==> src/hdl/c3f_pkg.sv <==
// Shared types and constants for the 3x3 convolution stream filter.
// Used by every module of the block; depends on nothing else.
`timescale 1ns / 1ps

package c3f_pkg;

    // Field widths fixed by the interface.
    localparam int PIX_W      = 8;
    localparam int VAL_W      = 11;
    localparam int COL_W      = 10;
    localparam int ROW_W      = 12;
    localparam int MODE_W     = 2;
    localparam int FW_W       = 11;
    localparam int FH_W       = 13;
    localparam int CFG_IDX_W  = 2;
    localparam int CFG_DATA_W = 13;

    // Default sizes of the line stores and of the frame.
    localparam int DEF_MAX_WIDTH  = 1024;
    localparam int DEF_MAX_HEIGHT = 4096;

    // Register reset values.
    localparam logic [FW_W-1:0] RST_FRAME_WIDTH  = FW_W'(1024);
    localparam logic [FH_W-1:0] RST_FRAME_HEIGHT = FH_W'(768);

    // Configuration register indexes.
    localparam logic [CFG_IDX_W-1:0] CFG_FILTER_MODE  = 2'd0;
    localparam logic [CFG_IDX_W-1:0] CFG_FRAME_WIDTH  = 2'd1;
    localparam logic [CFG_IDX_W-1:0] CFG_FRAME_HEIGHT = 2'd2;

    // Kernel select.
    typedef enum logic [MODE_W-1:0] {
        MODE_BLUR    = 2'd0,
        MODE_SHARPEN = 2'd1,
        MODE_SOBEL_X = 2'd2,
        MODE_SOBEL_Y = 2'd3
    } t_mode;

    // Position of one item and what it produces.
    typedef struct packed {
        logic             emit;
        logic             last;
        logic [ROW_W-1:0] centre_row;
        logic [COL_W-1:0] centre_col;
    } t_pos;

endpackage

==> src/hdl/c3f_pos_counter.sv <==
// Column and row counters of the raster scan, with frame size saturation.
// Depends on c3f_pkg.
`timescale 1ns / 1ps

module c3f_pos_counter
    import c3f_pkg::*;
#(
    parameter int MAX_WIDTH  = DEF_MAX_WIDTH,
    parameter int MAX_HEIGHT = DEF_MAX_HEIGHT,
    parameter int ADDR_W     = $clog2(MAX_WIDTH)
) (
    input  logic              i_clk,
    input  logic              i_rst_n,
    input  logic              i_accept,
    input  logic              i_frame_start,
    input  logic [FW_W-1:0]   i_frame_width,
    input  logic [FH_W-1:0]   i_frame_height,
    output logic [ADDR_W-1:0] o_addr,
    output t_pos              o_pos
);

    logic [COL_W-1:0] r_col, n_col;
    logic [ROW_W-1:0] r_row, n_row;
    logic [COL_W-1:0] col_raw, col;
    logic [ROW_W-1:0] row;
    logic [FW_W-1:0]  width_sat, width_m1;
    logic [FH_W-1:0]  height_sat, height_m1;
    logic             row_end, frame_end;

    // Frame size used, held between three and MAX_WIDTH columns and between three and MAX_HEIGHT rows.
    always_comb begin
        if (i_frame_width < FW_W'(3)) begin
            width_sat = FW_W'(3);
        end else if (32'(i_frame_width) > MAX_WIDTH) begin
            width_sat = FW_W'(MAX_WIDTH);
        end else begin
            width_sat = i_frame_width;
        end
        if (i_frame_height < FH_W'(3)) begin
            height_sat = FH_W'(3);
        end else if (32'(i_frame_height) > MAX_HEIGHT) begin
            height_sat = FH_W'(MAX_HEIGHT);
        end else begin
            height_sat = i_frame_height;
        end
        width_m1  = width_sat - FW_W'(1);
        height_m1 = height_sat - FH_W'(1);
    end

    // Position of the item now offered; a frame start restarts at the origin.
    always_comb begin
        col_raw = i_frame_start ? '0 : r_col;
        row     = i_frame_start ? '0 : r_row;
        if (32'(col_raw) >= MAX_WIDTH) begin
            col = COL_W'(MAX_WIDTH - 1);
        end else begin
            col = col_raw;
        end
        row_end   = {1'b0, col} >= width_m1;
        frame_end = {1'b0, row} >= height_m1;
    end

    assign o_addr           = ADDR_W'(col);
    assign o_pos.emit       = (row >= ROW_W'(2)) && (col >= COL_W'(2));
    assign o_pos.last       = row_end && frame_end;
    assign o_pos.centre_row = row - ROW_W'(1);
    assign o_pos.centre_col = col - COL_W'(1);

    // Advance along the row, wrapping to the next row and the next frame.
    always_comb begin
        if (row_end) begin
            n_col = '0;
            n_row = frame_end ? '0 : row + ROW_W'(1);
        end else begin
            n_col = col + COL_W'(1);
            n_row = row;
        end
    end

    always_ff @(posedge i_clk) begin
        if (!i_rst_n) begin
            r_col <= '0;
            r_row <= '0;
        end else if (i_accept) begin
            r_col <= n_col;
            r_row <= n_row;
        end
    end

endmodule

==> config.mk <==
export PLATFORM = sky130hd
export DESIGN_NAME = c3f_pos_counter
export DESIGN_NICKNAME = d
export VERILOG_FILES = /design/src/hdl/c3f_pkg.sv /design/src/hdl/c3f_pos_counter.sv
export SDC_FILE = /design/constraint.sdc
export NUM_CORES = 1
export LEC_CHECK = 0
export BUFFER_PORTS_ARGS = -buffer_cell sky130_fd_sc_hd__buf_2
export CAP_MARGIN = 20
export CORE_MARGIN = 4
export CORE_UTILIZATION = 51
export DETAILED_ROUTE_END_ITERATION = 16
export GPL_ROUTABILITY_DRIVEN = 0
export GPL_TIMING_DRIVEN = 0
export PLACE_DENSITY = 0.78
export SETUP_SLACK_MARGIN = 0.5
export SLEW_MARGIN = 0
export SYNTH_ARGS = -nofsm -noshare
export SYNTH_HDL_FRONTEND = slang
export SYNTH_SLANG_ARGS = --single-unit
==> constraint.sdc <==
create_clock -name i_clk -period 3.71 [get_ports i_clk]
set_clock_uncertainty 0.1 [all_clocks]
set_input_delay 0.371 -clock i_clk [delete_from_list [all_inputs] [get_ports i_clk]]
set_output_delay 0.371 -clock i_clk [all_outputs]
set_load 0.03 [all_outputs]
==> reports/qor.csv, run 1 <==
metric,value,unit
wire_per_inst,17.8,um
crit_path_end_kind,flop,
pwr_density,188,nW/um^2
syn_inst,415,
ys_types,64,
mappedNetlistArea,2990,sq um
ctsRootBufferMaster,sky130_fd_sc_hd__clkbuf_8,
crit_path_max_fanout,7,
antenna_found_initial,0,
drt-vias-per-instance,6.13,
fin_ws,-0.433,ns
crit_chain,"buf_2, or2_4, nor4_4, and3_4, and2_4, a21oi_4, ha_2, buf_6, o21a_4, xnor2_1, ha_1, and4_1, o21ai_1, a211o_1, a221o_2, buf_6, buf_4, buf_6, and2_4, o211ai_1, o41ai_2",
synth_enable_flop_cells,0,
drt_iter0_drc,259,
num_antenna_cells,0,
clock_tree.htree_level_count,1,
groute.usage.overall,27.1,%
routed-via-count,3626,
routedLengthMet1,4300,um
route.met2.wl,5240,um
share_of_cells_above_drive_strength_1,36.3,%
cts.reportedPaths.clkPinSlew,0.09,ns
uppermost_layer_routed,met4,
postSynthRegisterBits,22,
wl_met3,775,um
drcViolationCount,0,
cell_family_with_most_cp_delay,simple AND/OR/NAND/NOR gates,
cts_made_buffers,3,
slew_violations,0,
hold_slack,0.314,ns
drt_first_pass_iters,5,
fin_tns_setup,-4.51,ns
finalNetCount,579,
grt_max_degree,14,
fp.dieH,84.5,um
ys_async_sr_fraction,0,%
post_cts_hold_buffer_count,0,
layout.cells.most_common,sky130_fd_sc_hd__buf_2,
gr-total-overflow,0,
finalSetupViolations,22,
run_status,"complete, but fails checks",
drt-total-wl,10500,um
critPathMostFrequentCell,sky130_fd_sc_hd__buf_6,
cts.sinks,22,
synthFlopType,sky130_fd_sc_hd__dfxtp_1,
clock_latency,0.28,ns
setup.worst_path.class,in -> reg,
dp_hpwl,6810,um
syn-mean-instance-area,7.19,sq um
mostFrequentLayoutCells,"55 x sky130_fd_sc_hd__buf_2, 27 x sky130_fd_sc_hd__nor2_1, 27 x sky130_fd_sc_hd__buf_4",
report.power.total,0.798,mW
io_pins,62,
initial_core_util,53.2,%
core,5610,sq um
cts_max_path_buffers,2,
cts_tree,built,
chipWidth,84.5,um
failing_checks,setup timing,
synth-seq-area-share,14.8,%
grt_pass1_vias,3444,
min-delay-path-class,in -> reg,
die_outline_area,7140,sq um
grt_first_pass_wirelength,16300,um
max_slew_margin,58.2,%
critPathMaxStageDelay,0.38,ns
max-cap-violations,0,
placement.io_buffers,60,
start_kind,input port,
final_min_period_over_clock_period,112,%
peak_clock_frequency_supported_by_timing,0.241,GHz
max-vdd-ir-drop,196,uV
number_of_endpoints_with_negative_hold_slack_in_the_final_report,0,
synth_warn,0,
worst_ep_required_time,3.77,ns
grt_setup_unrepaired,true,
critical_path.n_buffers_inverters,5,
relative_area_change_from_synthesis_to_final_layout,41.8,%
synth.net_count,473,
ant_nets,0,
cp.arrival,4.20,ns
fin_crit,4.14,ns
num_rows,27,
critical-path-slowest-cell,sky130_fd_sc_hd__a221o_2,
leakagePower,1.85,nW
worstMarginPinSlew,0.627,ns
-- worst paths after layout --
path	start	endpoint	slack (ns)	cells past startpoint
max	i_frame_height[9]	r_row[10]	-0.43	21
min	i_rst_n	r_row[7]	0.31	3
max reg2reg	r_row[3]	r_row[10]	0.41	12
min reg2reg	r_col[9]	r_col[9]	0.42	2
-- repair_timing --
action	in CTS	in global routing
pin swaps	26	28
gates resized for setup	57	43
gates cloned	1	0
setup buffers	29	11
setup endpoints to repair	27	28
-- sequential cells by signal, summed over array words and instances (netlist names) --
signal,flops
r_row,12
r_col,10
-- area by class of cell --
type                    count  area (sq um)
clock buffers               3          41.3
multi-input cells         347          2660
flip-flops and latches     22           440
clock inverters             1          30.0
fillers                   426          1370
plain buffers              25           166
repair buffers            101           721
inverters                  21          81.3
well taps                  72          90.1
-- cell families after synthesis --
group,after synthesis,synth area share (%)
and+or+nand+nor,175,32.5
AOI/OAI and AO/OA,117,25.9
buffers and inverters,46,6.79
adders and majority gates,30,12.6
xor gates and xnor gates,22,6.45
DFF,22,14.8
muxes,3,1.05
-- power by group --
part | internal, mW | switching, mW | total (mW)
logic | 0.128 | 0.190 | 0.318
registers | 0.241 | 0.00557 | 0.247
clock network | 0.144 | 0.0891 | 0.234
total | 0.513 | 0.284 | 0.798
-- through the flow --
| step | area, sq um | worst slack (ns) | instances | utilization [%] |
|---|---|---|---|---|
| finish | 4230 | -0.433 | 592 | 75.5 |
| global route | 4230 | -0.568 | 592 | 75.5 |
| CTS | 3980 | -0.344 | 581 | 70.9 |
| detailed placement | 3450 | -0.752 | 547 | 61.5 |
| global placement | 3450 | -0.655 | 547 | 61.5 |
| floorplan | 3060 | -0.177 | 415 | - |
-- synth_stat cells (7+ instances only) --
cell / instances / area (sq um)
sky130_fd_sc_hd__nor3_1: 23 / 115
sky130_fd_sc_hd__nand3_1: 14 / 70.1
sky130_fd_sc_hd__nand2_1: 24 / 90.1
sky130_fd_sc_hd__dfxtp_1: 22 / 440
sky130_fd_sc_hd__xnor2_1: 16 / 140
sky130_fd_sc_hd__nor2_1: 31 / 116
sky130_fd_sc_hd__inv_1: 20 / 75.1
sky130_fd_sc_hd__clkbuf_1: 16 / 60.1
sky130_fd_sc_hd__or3_1: 7 / 43.8
sky130_fd_sc_hd__and3_1: 9 / 56.3
sky130_fd_sc_hd__a21oi_1: 26 / 130
sky130_fd_sc_hd__o21ai_0: 39 / 195
sky130_fd_sc_hd__ha_1: 30 / 375
sky130_fd_sc_hd__nand2b_1: 12 / 75.1
sky130_fd_sc_hd__nor2b_1: 23 / 144
-- worst min-delay path, stage by stage --
cell and delay [ns]:
sky130_fd_sc_hd__buf_2 0.14, sky130_fd_sc_hd__o21ai_0 0.09, sky130_fd_sc_hd__a31oi_1 0.05
-- layer usage --
metal  global-route usage, %  up-vias
met1                    35.9     1686
met5                       0        -
met2                    45.9      196
li1                        -     1718
met3                    4.12       26
met4                    7.19        0
(Power assumes the default switching activity.)
==> run 2, diff against run 1 <==
Clock period 3.71 ns to 3.5 ns, I/O delays scaled along.
==> run 2 against run 1 <==
Effect of this change: the run still ends with setup timing left; global-route usage barely moved; critical path depth did not move; power rose by 5.8%; routed wire length fell by 0.41%; non-clock buffer count did not move; final cell count did not move; sequential share of layout area barely moved; sequential power rose by 6%; first-iteration DRC count fell by 9.3%; largest cell class unchanged; worst hold slack got worse by 0.030 ns.
==> reports/qor.csv, run 2 (synthesized netlist as in run 1, its figures left out) <==
metric,value,unit,change
final_min_period_over_clock_period,118,%,
min_path_cells,3,,unchanged
die_outline_area,7140,sq um,unchanged
leakagePower,1.85,nW,about the same
cp.arrival,4.18,ns,was 4.20 ns
net-switching-power,0.300,mW,was 0.284 mW
fin_ws,-0.628,ns,was -0.433 ns
layout.cells.most_common,sky130_fd_sc_hd__buf_2,,unchanged
start_kind,input port,,unchanged
fin_crit,4.13,ns,
placement.io_buffers,60,,unchanged
relative_area_change_from_synthesis_to_final_layout,41.7,%,was 41.8%
dp_hpwl,6810,um,unchanged
clock_latency,0.27,ns,was 0.28 ns
finalSetupViolations,23,,was 22
run_status,"complete, but fails checks",,unchanged
power.share.combinational,39.8,%,about the same
drt-vias-per-instance,6.09,,was 6.13
switching_fraction_of_total_power,35.5,%,was 35.6%
num_rows,27,,unchanged
number_of_endpoints_with_negative_hold_slack_in_the_final_report,0,,unchanged
finalNetCount,579,,unchanged
min-delay-path-class,in -> reg,,unchanged
routed-via-count,3606,,was 3626
grt_setup_unrepaired,true,,unchanged
crit_path_end_kind,flop,,unchanged
drcViolationCount,0,,unchanged
largestRegisters,"r_row x12, r_col x10",,unchanged
ant_nets,0,,unchanged
mostFrequentLayoutCells,"55 x sky130_fd_sc_hd__buf_2, 28 x sky130_fd_sc_hd__buf_4, 27 x sky130_fd_sc_hd__nor2_1",,"was 55 x sky130_fd_sc_hd__buf_2, 27 x sky130_fd_sc_hd__nor2_1, 27 x sky130_fd_sc_hd__buf_4"
cts_tree,built,,unchanged
max-vdd-ir-drop,202,uV,was 196 uV
power.share.sequential,31.0,%,was 30.9%
p_clk_share,29.2,%,was 29.3%
grt_pass1_vias,3415,,was 3444
max-cap-violations,0,,unchanged
finish.utilization,75.4,%,was 75.5%
max_slew_margin,58.9,%,was 58.2%
drt_first_pass_iters,5,,unchanged
largest_register,r_row,,unchanged
peak_clock_frequency_supported_by_timing,0.242,GHz,
largest_register_ff_count,12,,unchanged
grt_first_pass_wirelength,16300,um,about the same
initial_core_util,53.2,%,unchanged
groute.usage.overall,27.1,%,about the same
dp_cells,547,,unchanged
cts_max_path_buffers,2,,unchanged
chipWidth,84.5,um,unchanged
worstMarginPinSlew,0.617,ns,was 0.627 ns
setup.worst_path.class,in -> reg,,unchanged
drt_iter0_drc,235,,was 259
crit_path_max_fanout,7,,unchanged
pwr_density,199,nW/um^2,was 188 nW/um^2
internal_power,0.544,mW,was 0.513 mW
cts.reportedPaths.clkPinSlew,0.09,ns,about the same
io_pins,62,,unchanged
slew_violations,0,,unchanged
antenna_found_initial,0,,unchanged
reg2reg_setup_slack,0.20,ns,was 0.41 ns
holdPathEnd,r_row[7],,unchanged
drt-total-wl,10500,um,about the same
post_cts_hold_buffer_count,0,,unchanged
failing_checks,setup timing,,unchanged
clock_tree.htree_level_count,1,,unchanged
num_antenna_cells,0,,unchanged
cts_made_buffers,3,,unchanged
crit-reg2reg-launch,r_row[3],,unchanged
gr-total-overflow,0,,unchanged
cts.sinks,22,,unchanged
layout.cells.non_filler,592,,unchanged
worst_r2r_endpoint,r_row[10],,unchanged
fp.dieH,84.5,um,unchanged
worst_ep_required_time,3.55,ns,was 3.77 ns
wire_per_inst,17.7,um,was 17.8 um
core,5610,sq um,unchanged
share_of_cells_above_drive_strength_1,36.5,%,was 36.3%
timing.reg2reg.worst_path_depth,12,,unchanged
hold_path.startpoint,i_rst_n,,unchanged
hold_slack,0.284,ns,was 0.314 ns
ctsRootBufferMaster,sky130_fd_sc_hd__clkbuf_8,,unchanged
grt_max_degree,14,,unchanged
==> run 2: metrics by stage <==
step / power (mW) / cell area [sq um] / setup TNS (ns) / worst slack, ns
3_5_place_dp: 0.543 / 3450 / -14.26 / -0.920
2_1_floorplan: 0.458 / 3060 / -3.15 / -0.345
4_1_cts: 0.810 / 3970 / -6.83 / -0.512
5_1_grt: 0.883 / 4230 / -12.58 / -0.737
6_report: 0.844 / 4230 / -8.84 / -0.628
3_3_place_gp: 0.536 / 3450 / -12.06 / -0.823
==> run 2: power groups by stage <==
| stage | clock network, mW | logic (mW) | registers [mW] |
|---|---|---|---|
| final | 0.246 | 0.336 | 0.261 |
| after global routing | 0.257 | 0.363 | 0.262 |
| after CTS | 0.244 | 0.306 | 0.261 |
| after detailed placement | 0 | 0.276 | 0.267 |
| after global placement | 0 | 0.269 | 0.267 |
| after floorplan | 0 | 0.193 | 0.265 |
==> run 2: cell type report <==
cell class                 instances  area (sq um)
tap                               72          90.1
buffer                            25           169
clock buffer                       3          41.3
timing repair buffer             101           721
sequential                        22           440
multi-input combinational        347          2660
clock inverter                     1          30.0
inverter                          21          81.3
fill                             418          1380
==> run 2: layer usage <==
metal / share of wire, % / track usage (%)
met3: 6.6 / 3.34
met2: 49 / 45.9
met5: 0 / 0
met1: 42 / 36.3
met4: 2.9 / 7.05
==> run 2: worst max-delay path by stage <==
stage / from / end / slack, ns / cells past startpoint
2_1_floorplan: i_frame_height[2] / o_pos[22] / -0.34 / 16
4_1_cts: i_frame_height[5] / o_pos[22] / -0.51 / 19
3_3_place_gp: i_frame_height[2] / o_pos[22] / -0.82 / 19
6_report: i_frame_height[9] / r_row[10] / -0.63 / 21
5_1_grt: i_frame_height[9] / o_pos[22] / -0.74 / 18
3_5_place_dp: i_frame_height[2] / o_pos[22] / -0.92 / 19
==> run 2: worst max-delay path, cell delays in order <==
cell and delay [ns]:
sky130_fd_sc_hd__buf_2 0.12, sky130_fd_sc_hd__or2_4 0.24, sky130_fd_sc_hd__nor4_4 0.34, sky130_fd_sc_hd__and3_4 0.25, sky130_fd_sc_hd__and2_4 0.16, sky130_fd_sc_hd__a21oi_4 0.04
sky130_fd_sc_hd__ha_2 0.19, sky130_fd_sc_hd__buf_6 0.13, sky130_fd_sc_hd__o21a_4 0.13, sky130_fd_sc_hd__xnor2_1 0.14, sky130_fd_sc_hd__ha_1 0.29, sky130_fd_sc_hd__and4_1 0.20
sky130_fd_sc_hd__o21ai_1 0.07, sky130_fd_sc_hd__a211o_1 0.27, sky130_fd_sc_hd__a221o_2 0.38, sky130_fd_sc_hd__buf_6 0.14, sky130_fd_sc_hd__buf_4 0.13, sky130_fd_sc_hd__buf_6 0.13
sky130_fd_sc_hd__and2_4 0.13, sky130_fd_sc_hd__o211ai_1 0.24, sky130_fd_sc_hd__o41ai_2 0.11
==> run 2: what timing repair did <==
action,4_1_cts,5_1_grt
gates resized for setup,56,47
setup buffers,29,11
setup endpoints to repair,28,31
gates cloned,1,0
pin swaps,26,26
