===== src/hdl/c3f_pkg.sv =====
// Shared types and constants for the 3x3 convolution stream filter.
// Used by every module of the block; depends on nothing else.
`timescale 1ns / 1ps

package c3f_pkg;

    // Field widths fixed by the interface.
    localparam int PIX_W      = 8;
    localparam int VAL_W      = 11;
    localparam int COL_W      = 10;
    localparam int ROW_W      = 12;
    localparam int MODE_W     = 2;
    localparam int FW_W       = 11;
    localparam int FH_W       = 13;
    localparam int CFG_IDX_W  = 2;
    localparam int CFG_DATA_W = 13;

    // Default sizes of the line stores and of the frame.
    localparam int DEF_MAX_WIDTH  = 1024;
    localparam int DEF_MAX_HEIGHT = 4096;

    // Register reset values.
    localparam logic [FW_W-1:0] RST_FRAME_WIDTH  = FW_W'(1024);
    localparam logic [FH_W-1:0] RST_FRAME_HEIGHT = FH_W'(768);

    // Configuration register indexes.
    localparam logic [CFG_IDX_W-1:0] CFG_FILTER_MODE  = 2'd0;
    localparam logic [CFG_IDX_W-1:0] CFG_FRAME_WIDTH  = 2'd1;
    localparam logic [CFG_IDX_W-1:0] CFG_FRAME_HEIGHT = 2'd2;

    // Kernel select.
    typedef enum logic [MODE_W-1:0] {
        MODE_BLUR    = 2'd0,
        MODE_SHARPEN = 2'd1,
        MODE_SOBEL_X = 2'd2,
        MODE_SOBEL_Y = 2'd3
    } t_mode;

    // Position of one item and what it produces.
    typedef struct packed {
        logic             emit;
        logic             last;
        logic [ROW_W-1:0] centre_row;
        logic [COL_W-1:0] centre_col;
    } t_pos;

endpackage


===== src/hdl/c3f_window.sv =====
// The 3x3 window of taps, the four kernels and the result register.
// Depends on c3f_pkg.
`timescale 1ns / 1ps

module c3f_window
    import c3f_pkg::*;
(
    input  logic                    i_clk,
    input  logic                    i_rst_n,
    input  logic                    i_advance,
    input  logic                    i_step,
    input  t_mode                   i_mode,
    input  logic [PIX_W-1:0]        i_upper,
    input  logic [PIX_W-1:0]        i_lower,
    input  logic [PIX_W-1:0]        i_pix,
    input  t_pos                    i_pos,
    output logic                    o_out_valid,
    output logic signed [VAL_W-1:0] o_filtered_value,
    output logic [ROW_W-1:0]        o_centre_row,
    output logic [COL_W-1:0]        o_centre_col,
    output logic                    o_frame_last
);

    localparam int SUM_W = 13;

    logic [PIX_W-1:0]        r_tap [3][3];
    logic [PIX_W-1:0]        n_tap [3][3];
    logic signed [SUM_W-1:0] t [3][3];
    logic signed [SUM_W-1:0] blur_sum, sharp_sum, sobx_sum, soby_sum;
    logic signed [VAL_W-1:0] value;
    logic                    r_valid;
    logic signed [VAL_W-1:0] r_value;
    logic [ROW_W-1:0]        r_row;
    logic [COL_W-1:0]        r_col;
    logic                    r_last;

    // Shift the window left and bring in the new column.
    always_comb begin
        for (int i = 0; i < 3; i++) begin
            n_tap[i][0] = r_tap[i][1];
            n_tap[i][1] = r_tap[i][2];
        end
        n_tap[0][2] = i_upper;
        n_tap[1][2] = i_lower;
        n_tap[2][2] = i_pix;
        for (int i = 0; i < 3; i++) begin
            for (int j = 0; j < 3; j++) begin
                t[i][j] = $signed({{(SUM_W-PIX_W){1'b0}}, n_tap[i][j]});
            end
        end
    end

    // Kernel sums over the updated window.
    always_comb begin
        blur_sum  = t[0][0] + (t[0][1] <<< 1) + t[0][2]
                  + (t[1][0] <<< 1) + (t[1][1] <<< 2) + (t[1][2] <<< 1)
                  + t[2][0] + (t[2][1] <<< 1) + t[2][2];
        sharp_sum = (t[1][1] <<< 2) + t[1][1]
                  - t[0][1] - t[1][0] - t[1][2] - t[2][1];
        sobx_sum  = (t[0][0] + (t[1][0] <<< 1) + t[2][0])
                  - (t[0][2] + (t[1][2] <<< 1) + t[2][2]);
        soby_sum  = (t[0][0] + (t[0][1] <<< 1) + t[0][2])
                  - (t[2][0] + (t[2][1] <<< 1) + t[2][2]);
    end

    // Select the kernel; blur floors by sixteen, sharpen is clamped to a pixel.
    always_comb begin
        case (i_mode)
            MODE_BLUR: begin
                value = $signed({{(VAL_W-PIX_W){1'b0}}, blur_sum[PIX_W+3:4]});
            end
            MODE_SHARPEN: begin
                if (sharp_sum < 0) begin
                    value = '0;
                end else if (sharp_sum > 13'sd255) begin
                    value = 11'sd255;
                end else begin
                    value = sharp_sum[VAL_W-1:0];
                end
            end
            MODE_SOBEL_X: value = sobx_sum[VAL_W-1:0];
            MODE_SOBEL_Y: value = soby_sum[VAL_W-1:0];
            default:      value = '0;
        endcase
    end

    // Taps move once per item.
    always_ff @(posedge i_clk) begin
        if (!i_rst_n) begin
            for (int i = 0; i < 3; i++) begin
                for (int j = 0; j < 3; j++) begin
                    r_tap[i][j] <= '0;
                end
            end
        end else if (i_step) begin
            r_tap <= n_tap;
        end
    end

    // Result register; its valid flag is refilled whenever the pipeline advances, its data when an item steps.
    always_ff @(posedge i_clk) begin
        if (!i_rst_n) begin
            r_valid <= 1'b0;
        end else if (i_advance) begin
            r_valid <= i_step && i_pos.emit;
        end
    end

    always_ff @(posedge i_clk) begin
        if (i_step) begin
            r_value <= value;
            r_row   <= i_pos.centre_row;
            r_col   <= i_pos.centre_col;
            r_last  <= i_pos.last;
        end
    end

    assign o_out_valid      = r_valid;
    assign o_filtered_value = r_value;
    assign o_centre_row     = r_row;
    assign o_centre_col     = r_col;
    assign o_frame_last     = r_last;

endmodule


===== config.mk =====
export PLATFORM = sky130hd
export DESIGN_NAME = c3f_window
export DESIGN_NICKNAME = d
export VERILOG_FILES = /design/src/hdl/c3f_pkg.sv /design/src/hdl/c3f_window.sv
export SDC_FILE = /design/constraint.sdc
export NUM_CORES = 1
export LEC_CHECK = 0
export BUFFER_PORTS_ARGS = -buffer_cell sky130_fd_sc_hd__buf_2
export CORE_MARGIN = 1
export CORE_UTILIZATION = 45
export DETAILED_ROUTE_END_ITERATION = 12
export PLACE_DENSITY = 0.6
export SYNTH_ARGS = -nofsm -noshare
export SYNTH_HDL_FRONTEND = slang
export SYNTH_SLANG_ARGS = --single-unit

===== constraint.sdc =====
create_clock -name i_clk -period 9.85 [get_ports i_clk]
set_clock_uncertainty 0.15 [all_clocks]
set_input_delay 0.4925 -clock i_clk [delete_from_list [all_inputs] [get_ports i_clk]]
set_output_delay 0.4925 -clock i_clk [all_outputs]
set_load 0.02 [all_outputs]

==> results of run 1 <==
-- worst max-delay path, cell delays in order (launching register included) --
cell,delay [ns]
dfxtp_1,0.42
fa_1,0.47
ha_1,0.26
fa_1,0.47
a21o_1,0.19
a21oi_1,0.26
o21bai_1,0.10
a21oi_1,0.22
nor2b_1,0.07
o21ai_0,0.14
nand2b_1,0.14
fa_1,0.48
fa_1,0.50
ha_1,0.31
ha_1,0.33
or2_2,0.31
a21oi_1,0.21
a31oi_1,0.09
xor2_1,0.16
o22a_1,0.14
o221ai_1,0.09
-- path summary, 6_finish.rpt --
path / endpoint / startpoint
setup / recovery: o_filtered_value[7]$_DFFE_PP_ / n_tap[56]$_SDFFE_PN0P_
hold reg to reg: o_out_valid$_SDFFE_PN0P_ / o_out_valid$_SDFFE_PN0P_
hold / removal: o_centre_col[3]$_DFFE_PP_ / i_pos[3]
setup reg to reg: o_filtered_value[7]$_DFFE_PP_ / n_tap[56]$_SDFFE_PN0P_
-- cell usage after synthesis (11+ instances only) --
cell / number
o21ai_0: 20
inv_1: 129
nand2_1: 13
dfxtp_1: 49
a21oi_1: 31
nor2b_1: 54
nor2_1: 25
edfxtp_1: 34
xnor2_1: 27
fa_1: 115
xor2_1: 13
ha_1: 73
nor3_1: 13
mux2i_1: 49
clkbuf_1: 11
-- logic make-up (layout without fill, tap and decap cells) --
group,Yosys count,in the layout,share of synthesized area [%]
buffers and inverters,146,234,6.70
multiplexers,49,49,5.97
AND/OR/NAND/NOR,138,138,9.38
flip-flops,83,83,24.4
adder cells (fa/ha/maj),188,188,39.1
XOR/XNOR,40,40,4.27
AO/OA/AOI/OAI,121,121,10.2
-- layout make-up --
| cell class | instances | area [um^2] |
|---|---|---|
| fillers | 1629 | 8730 |
| clock buffers | 9 | 225 |
| multi-input cells | 536 | 5660 |
| well taps | 229 | 287 |
| flip-flops and latches | 83 | 2000 |
| inverters | 129 | 484 |
| clock inverters | 7 | 66.3 |
| repair buffers | 89 | 450 |
-- flip-flops by register name, indices dropped and copies added, names as in the netlist --
| name | flops |
|---|---|
| o_out_valid | 1 |
| o_filtered_value | 11 |
| o_centre_col | 10 |
| o_frame_last | 1 |
| n_tap | 48 |
| o_centre_row | 12 |
-- cell usage in the layout, fill, tap and decap left out, types with 3 or more instances in the layout --
cell type  count
a211oi_1       5
a21o_1        10
a21oi_1       31
a31oi_1        3
and3_1         6
buf_2         87
clkbuf_16      9
dfxtp_1       49
edfxtp_1      34
fa_1         115
ha_1          73
inv_1        129
inv_6          3
mux2i_1       49
nand2_1       13
nand2b_1       6
nand3_1        5
nor2_1        25
nor2b_1       54
nor3_1        13
o2111ai_1      4
o21a_1         7
o21ai_0       20
o21bai_1       7
o221ai_1       5
o22ai_1        4
o31ai_1        6
or2_2          3
or3_1          4
xnor2_1       27
xor2_1        13
-- stage by stage --
| step | instance area, um^2 | util (%) | power, mW | cells | worst slack [ns] |
|---|---|---|---|---|---|
| final | 9180 | 51.3 | 2.13 | 1082 | 4.07 |
| after global routing | 9180 | 51.3 | 2.31 | 1082 | 3.78 |
| after CTS | 9180 | 51.3 | 2.14 | 1082 | 4.10 |
| after detailed placement | 8880 | 49.6 | 1.79 | 1066 | 3.86 |
| after global placement | 8880 | 49.6 | 1.76 | 1066 | 4.02 |
| after floorplan | 8210 | - | 1.46 | 765 | 4.47 |
-- report_power, final --
group / switching, mW / total (mW) / internal (mW)
clock: 0.160 / 0.338 / 0.178
combinational: 0.771 / 1.36 / 0.590
sequential: 0.0233 / 0.427 / 0.404
total: 0.954 / 2.13 / 1.17
-- per-layer routing --
metal	share of wire (%)	routed length (um)
met5	0	0
met3	2.8	524
met4	3.2	607
met1	43	8080
met2	51	9650
==> metrics.md, run 1 <==
| Metric | Value |
|---|---|
| Status | `finished clean` |
| Final worst-path cycle share | `roughly 60%` |
| Startpoint type of the worst setup path | `flop` |
| DR vias/cell | `5.19` |
| Die Area | `18800 um^2` |
| Post-synth top area share | `28.0%` |
| Grt ovf | `0` |
| Vias | `5613` |
| Met3 Usage GRT | `3.37%` |
| Vias in the first global route | `about 6000` |
| Final hold slack | `0.155 ns` |
| Endpoint class of the critical path | `flop` |
| Area grow syn2layout | `11.7%` |
| Setup slack, reg-to-reg | `4.07 ns` |
| RSZ-0062 raised after global routing | `false` |
| GP Congestion | `0.902` |
| Postcts setup bufs | `0` |
| Mean post-synth cell area | `around 11 um^2` |
| Count of cells resized by post-cts repair | `0` |
| Core ar. | `17900 um^2` |
| First-pass GRT wire length | `30700 um` |
| Layout cells sized above 1 | `about 14%` |
| Synth Instances | `765` |
| Sequential area share after synthesis | `around 24%` |
| Hold Crit Depth | `1` |
| CTS clk-pin slew, worst paths | `approximately 0.070 ns` |
| Num Clock Sinks | `83` |
| Die X | `137 um` |
| Grt met1 use | `27.2%` |
| Post-route ant nets | `0` |
| Clock Latency Late Sink | `0.35 ns` |
| CTS tree | `done` |
| Final hold viol count | `0` |
| Final Max Tran Viols | `0` |
| Reg2Reg Depth | `20` |
| Met2 GRT Util | `38.1%` |
| Setup TNS | `0 ns` |
| Top_reg_cell synth | `dfxtp_1` |
| Die height | `137 um` |
| Top Ports | `89` |
| Residual DRC count | `0` |
| FMAX | `173 MHz` |
| Post-layout min period | `between 5 and 6 ns` |
| CTS max path bufs | `2` |
| GRT busiest layer | `met2` |
| Syn_nets | `1007` |
| Slew of the pin with the lowest slew margin | `0.697 ns` |
| CTS Root Cell | `clkbuf_16` |
| Synth top area cells | `fa_1, edfxtp_1, dfxtp_1` |
| DRT Pass-1 Iters | `4` |
| Yosys top cell by area | `fa_1` |
| # Max-Cap Violations | `0` |
| Final HPWL DP | `~16000 um` |
| Hold WC Path Type | `input port to flop` |
| Critical setup path kind | `flop to flop` |
| Layout Nets | `roughly 1100` |
| Largest net degree at the start of global routing | `50` |
| IO Port Bufs | `88` |
| CP arrival | `5.73 ns` |
| Yosys reg bits | `83` |
| Worst-path maximum fanout | `4` |
| Ys async rst share | `0%` |
| Rows | `about 50` |
| Post-synth EDFFs | `34` |
| CTS Hold Bufs | `0` |
| Peak VDD IR | `0.118 mV` |
| Num CTS Buffers | `9` |
| Tot GR Track Use | `22.1%` |
| Starting DRT DRC Count | `282` |
| Max H-tree Level | `3` |
| Initial Util | `45.9%` |
| Power Density | `232 nW/um^2` |
| N_diodes | `0` |
| Worst path required time | `a little under 10 ns` |
| Netlist Area Pre-Place | `8210 um^2` |
| WL per Instance | `17.4 um` |
| Netlist cell types | `56` |
| Setup violations, final | `0` |
| Static leakage | `~4.3 nW` |
| Synth warn | `0` |
| Antenna violations before repair | `0` |
| Slew headroom | `53.5%` |
| Post-Route WL | `18900 um` |
Power figures use the tool's default switching activity.
==> run 2: changes to the inputs <==
--- a/config.mk
+++ b/config.mk
@@ -5,6 +5,7 @@
 export SDC_FILE = /design/constraint.sdc
 export NUM_CORES = 1
 export LEC_CHECK = 0
+export ABC_AREA = 1
 export BUFFER_PORTS_ARGS = -buffer_cell sky130_fd_sc_hd__buf_2
 export CORE_MARGIN = 1
 export CORE_UTILIZATION = 45
==> constraint.sdc (replaced) <==
create_clock -name i_clk -period 6 [get_ports i_clk]
set_clock_uncertainty 0.15 [all_clocks]
set_input_delay 0.3 -clock i_clk [delete_from_list [all_inputs] [get_ports i_clk]]
set_output_delay 0.3 -clock i_clk [all_outputs]
set_load 0.02 [all_outputs]
==> run 2 against run 1 <==
Effect of this change: sequential power rose by 70%; routed wire length up 5.7%; clock power increased by 77%; power is 99% higher; critical path depth is 3 higher; non-clock buffer count increased by 24; die area decreased by 1.6%; first-iteration DRC count up 1.4%; critical path type unchanged; largest cell class unchanged; largest power group unchanged.
==> metrics.md, run 2 <==
| Metric | Value |
|---|---|
| RSZ-0062 raised after global routing | `false` |
| Clock Latency Late Sink | `0.35 ns (about the same)` |
| Sequential area share after synthesis | `24.8% (+0.42 points)` |
| DR vias/cell | `4.97 (-4.2%)` |
| Final worst-path cycle share | `88.6% (+30 points)` |
| Setup TNS | `0 ns (unchanged)` |
| GP Congestion | `0.840 (-6.9%)` |
| Worst-path maximum fanout | `4 (unchanged)` |
| Mean post-synth cell area | `9.23 um^2 (-14%)` |
| CTS Root Cell | `clkbuf_16` |
| Num Clock Sinks | `83 (unchanged)` |
| Seq pwr share | `17.2% (-2.9 points)` |
| Layout Nets | `1226 (+12%)` |
| Yosys top cell by area | `fa_1` |
| Initial Util | `46.4% (+0.49 points)` |
| Wl on met1 | `8860 um (+9.7%)` |
| Static leakage | `4.48 nW (+5.0%)` |
| Die height | `136 um (-0.83%)` |
| CTS max path bufs | `2 (unchanged)` |
| Ys async rst share | `0% (unchanged)` |
| Final HPWL DP | `16500 um (+3.0%)` |
| IO Port Bufs | `88 (unchanged)` |
| Startpoint type of the worst setup path | `flop` |
| Layout cells sized above 1 | `12.1% (-1.7 points)` |
| CTS clk-pin slew, worst paths | `0.06 ns (about the same)` |
| Die X | `136 um (-0.83%)` |
| Endpoint class of the critical path | `flop` |
| Yosys reg bits | `83 (unchanged)` |
| Hold WC Path Type | `input port to flop` |
| Area grow syn2layout | `15.2%` |
| Antenna violations before repair | `0 (unchanged)` |
| # Max-Cap Violations | `0 (unchanged)` |
| FMAX | `188 MHz (+8.8%)` |
| Rows | `48 (-2.0%)` |
| Most common cell in the netlist | `inv_1` |
| Tot GR Track Use | `24.0% (+1.9 points)` |
| Residual DRC count | `0 (unchanged)` |
| Switching share of power | `48.4% (+3.5 points)` |
| Top post-synthesis cells by count | `inv_1, fa_1, nand2_1` |
| Post-Route WL | `19900 um (+5.7%)` |
| Netlist cell types | `36 (-36%)` |
| CP arrival | `5.27 ns (-0.46 ns)` |
| Total net switching power | `2.05 mW (+110%)` |
| Top_reg_cell synth | `dfxtp_1` |
| WL per Instance | `16.4 um (-5.8%)` |
| Netlist Area Pre-Place | `8080 um^2 (-1.7%)` |
| Vias in the first global route | `6324 (+6.5%)` |
| N_diodes | `0 (unchanged)` |
| CTS tree | `done` |
| Num CTS Buffers | `9 (unchanged)` |
| Starting DRT DRC Count | `286 (+1.4%)` |
| Count of cells resized by post-cts repair | `0 (unchanged)` |
| Max H-tree Level | `3 (unchanged)` |
| Peak VDD IR | `0.262 mV (+120%)` |
| Int Pwr | `2.19 mW (+87%)` |
| Slew of the pin with the lowest slew margin | `0.823 ns (+0.125 ns)` |
| Largest net degree at the start of global routing | `69 (+38%)` |
| DRT Pass-1 Iters | `5 (+1)` |
| Post-layout min period | `5.32 ns (-0.466 ns)` |
| Grt ovf | `0 (unchanged)` |
| Slew headroom | `44.6% (-8.9 points)` |
| Logic pwr share | `68.7% (+4.7 points)` |
| Worst path required time | `5.95 ns (-3.85 ns)` |
| Clock power frac | `14.1% (-1.8 points)` |
| Die Area | `18500 um^2 (-1.6%)` |
| Top Layer Used | `met4` |
| Met2 WL | `9670 um (+0.26%)` |
| Metal3 WL | `734 um (+40%)` |
| Vias | `6031 (+7.4%)` |
| Number of flip-flops in the largest register | `48 (unchanged)` |
| Final hold viol count | `0 (unchanged)` |
| Critical setup path kind | `flop to flop` |
| Post-synth top area share | `28.5% (+0.48 points)` |
| Core ar. | `17400 um^2 (-2.7%)` |
| Status | `finished clean` |
| Post-synth EDFFs | `34 (unchanged)` |
| Post-route ant nets | `0 (unchanged)` |
| First-pass GRT wire length | `32900 um (+7.1%)` |
| Syn_nets | `1117 (+11%)` |
| Most common cell after layout, fill and taps aside | `inv_1` |
| Synth warn | `0 (unchanged)` |
| Power Density | `455 nW/um^2 (+96%)` |
| Final Max Tran Viols | `0 (unchanged)` |
| Pwr Total | `4.23 mW (+99%)` |
| Synth top area cells | `fa_1, edfxtp_1, dfxtp_1` |
| Setup violations, final | `0 (unchanged)` |
| Commonest non-fill, non-tap cells in the layout | `inv_1, fa_1, nand2_1, a21oi_1, buf_2` |
| Top Ports | `89 (unchanged)` |
| Synth Instances | `875 (+14%)` |
==> run 2: cell types whose count changed in the layout (fill, tap and decap cells not counted), moves of 20 or more <==
cell	change
nand3_1	+20
nor2b_1	-54
a21oi_1	+58
mux2i_1	-49
nor2_1	+20
inv_1	+38
dlygate4sd3_1	+24
o21ai_0	+47
nand2_1	+95
==> run 2: repair_timing <==
| action | in CTS | in global routing |
|---|---|---|
| hold endpoints to repair | 24 | 0 |
| buffers inserted | 0 | 0 |
| hold buffers | 24 | 0 |
==> run 2: power groups by stage <==
stage	sequential [mW]	clock (mW)	combinational (mW)
5_1_grt	0.737	0.634	3.36
4_1_cts	0.728	0.612	2.92
3_3_place_gp	0.738	0	2.88
2_1_floorplan	0.796	0	2.11
3_5_place_dp	0.741	0	2.89
6_report	0.727	0.597	2.91
==> run 2: final timing paths <==
check	depth (start not counted)	start	slack (ns)	to
setup / recovery	23	n_tap[58]$_SDFFE_PN0P_	0.68	o_filtered_value[6]$_DFFE_PP_
hold / removal	3	i_pos[23]	0.05	o_out_valid$_SDFFE_PN0P_
hold reg to reg	2	n_tap[57]$_SDFFE_PN0P_	0.38	n_tap[65]$_SDFFE_PN0P_
setup reg to reg	23	n_tap[58]$_SDFFE_PN0P_	0.68	o_filtered_value[6]$_DFFE_PP_
==> run 2: logic make-up (layout without fill, tap and decap cells) <==
kind of cell | after synthesis | in the layout | share of synthesized area, %
XOR/XNOR | 32 | 32 | 3.56
AO/OA/AOI/OAI | 186 | 186 | 12.5
adder cells (fa/ha/maj) | 188 | 188 | 39.8
AND/OR/NAND/NOR | 201 | 201 | 10.8
flip-flops | 83 | 83 | 24.8
buffers and inverters | 185 | 299 | 8.60
==> run 2: per-stage QoR <==
| step | cell area, um^2 | util [%] | std cells | hold WS (ns) | worst slack (ns) |
|---|---|---|---|---|---|
| 2_1_floorplan | 8080 | - | 875 | 0.240 | 1.21 |
| 3_3_place_gp | 8750 | 50.3 | 1174 | 0.327 | 0.675 |
| 3_5_place_dp | 8750 | 50.3 | 1174 | 0.328 | 0.620 |
| 4_1_cts | 9300 | 53.4 | 1214 | 0.0439 | 0.655 |
| 5_1_grt | 9300 | 53.4 | 1214 | 0.0698 | 0.282 |
| 6_report | 9300 | 53.4 | 1214 | 0.0509 | 0.681 |
==> run 2: routing by layer <==
metal | up-vias | global-route usage [%]
met4 | 0 | 9.57
met3 | 35 | 4.62
met1 | 2856 | 30.6
met2 | 105 | 40.0
met5 | - | 0
li1 | 3035 | -
==> run 2: critical path, stage by stage, from the launching register on <==
cell and delay [ns]:
dfxtp_1 0.40, fa_1 0.45, ha_1 0.36, nand3_1 0.10, nand2_1 0.13, a21oi_1 0.08, o21ai_1 0.24, a21oi_1 0.14
o21bai_1 0.29, xor2_1 0.14, ha_1 0.29, inv_1 0.04, fa_1 0.47, inv_1 0.05, fa_1 0.47, ha_1 0.31
ha_1 0.35, nand2_1 0.10, inv_1 0.04, nand4_1 0.07, o211ai_1 0.11, xor2_1 0.15, nand2_1 0.06, nand3_1 0.07
==> run 2: cell type report <==
class	instances	area (um^2)
clock buffer	11	233
inverter	170	638
tap	225	282
fill	1667	8120
sequential	83	2000
multi-input combinational	607	5380
clock inverter	5	76.3
timing repair buffer	113	691
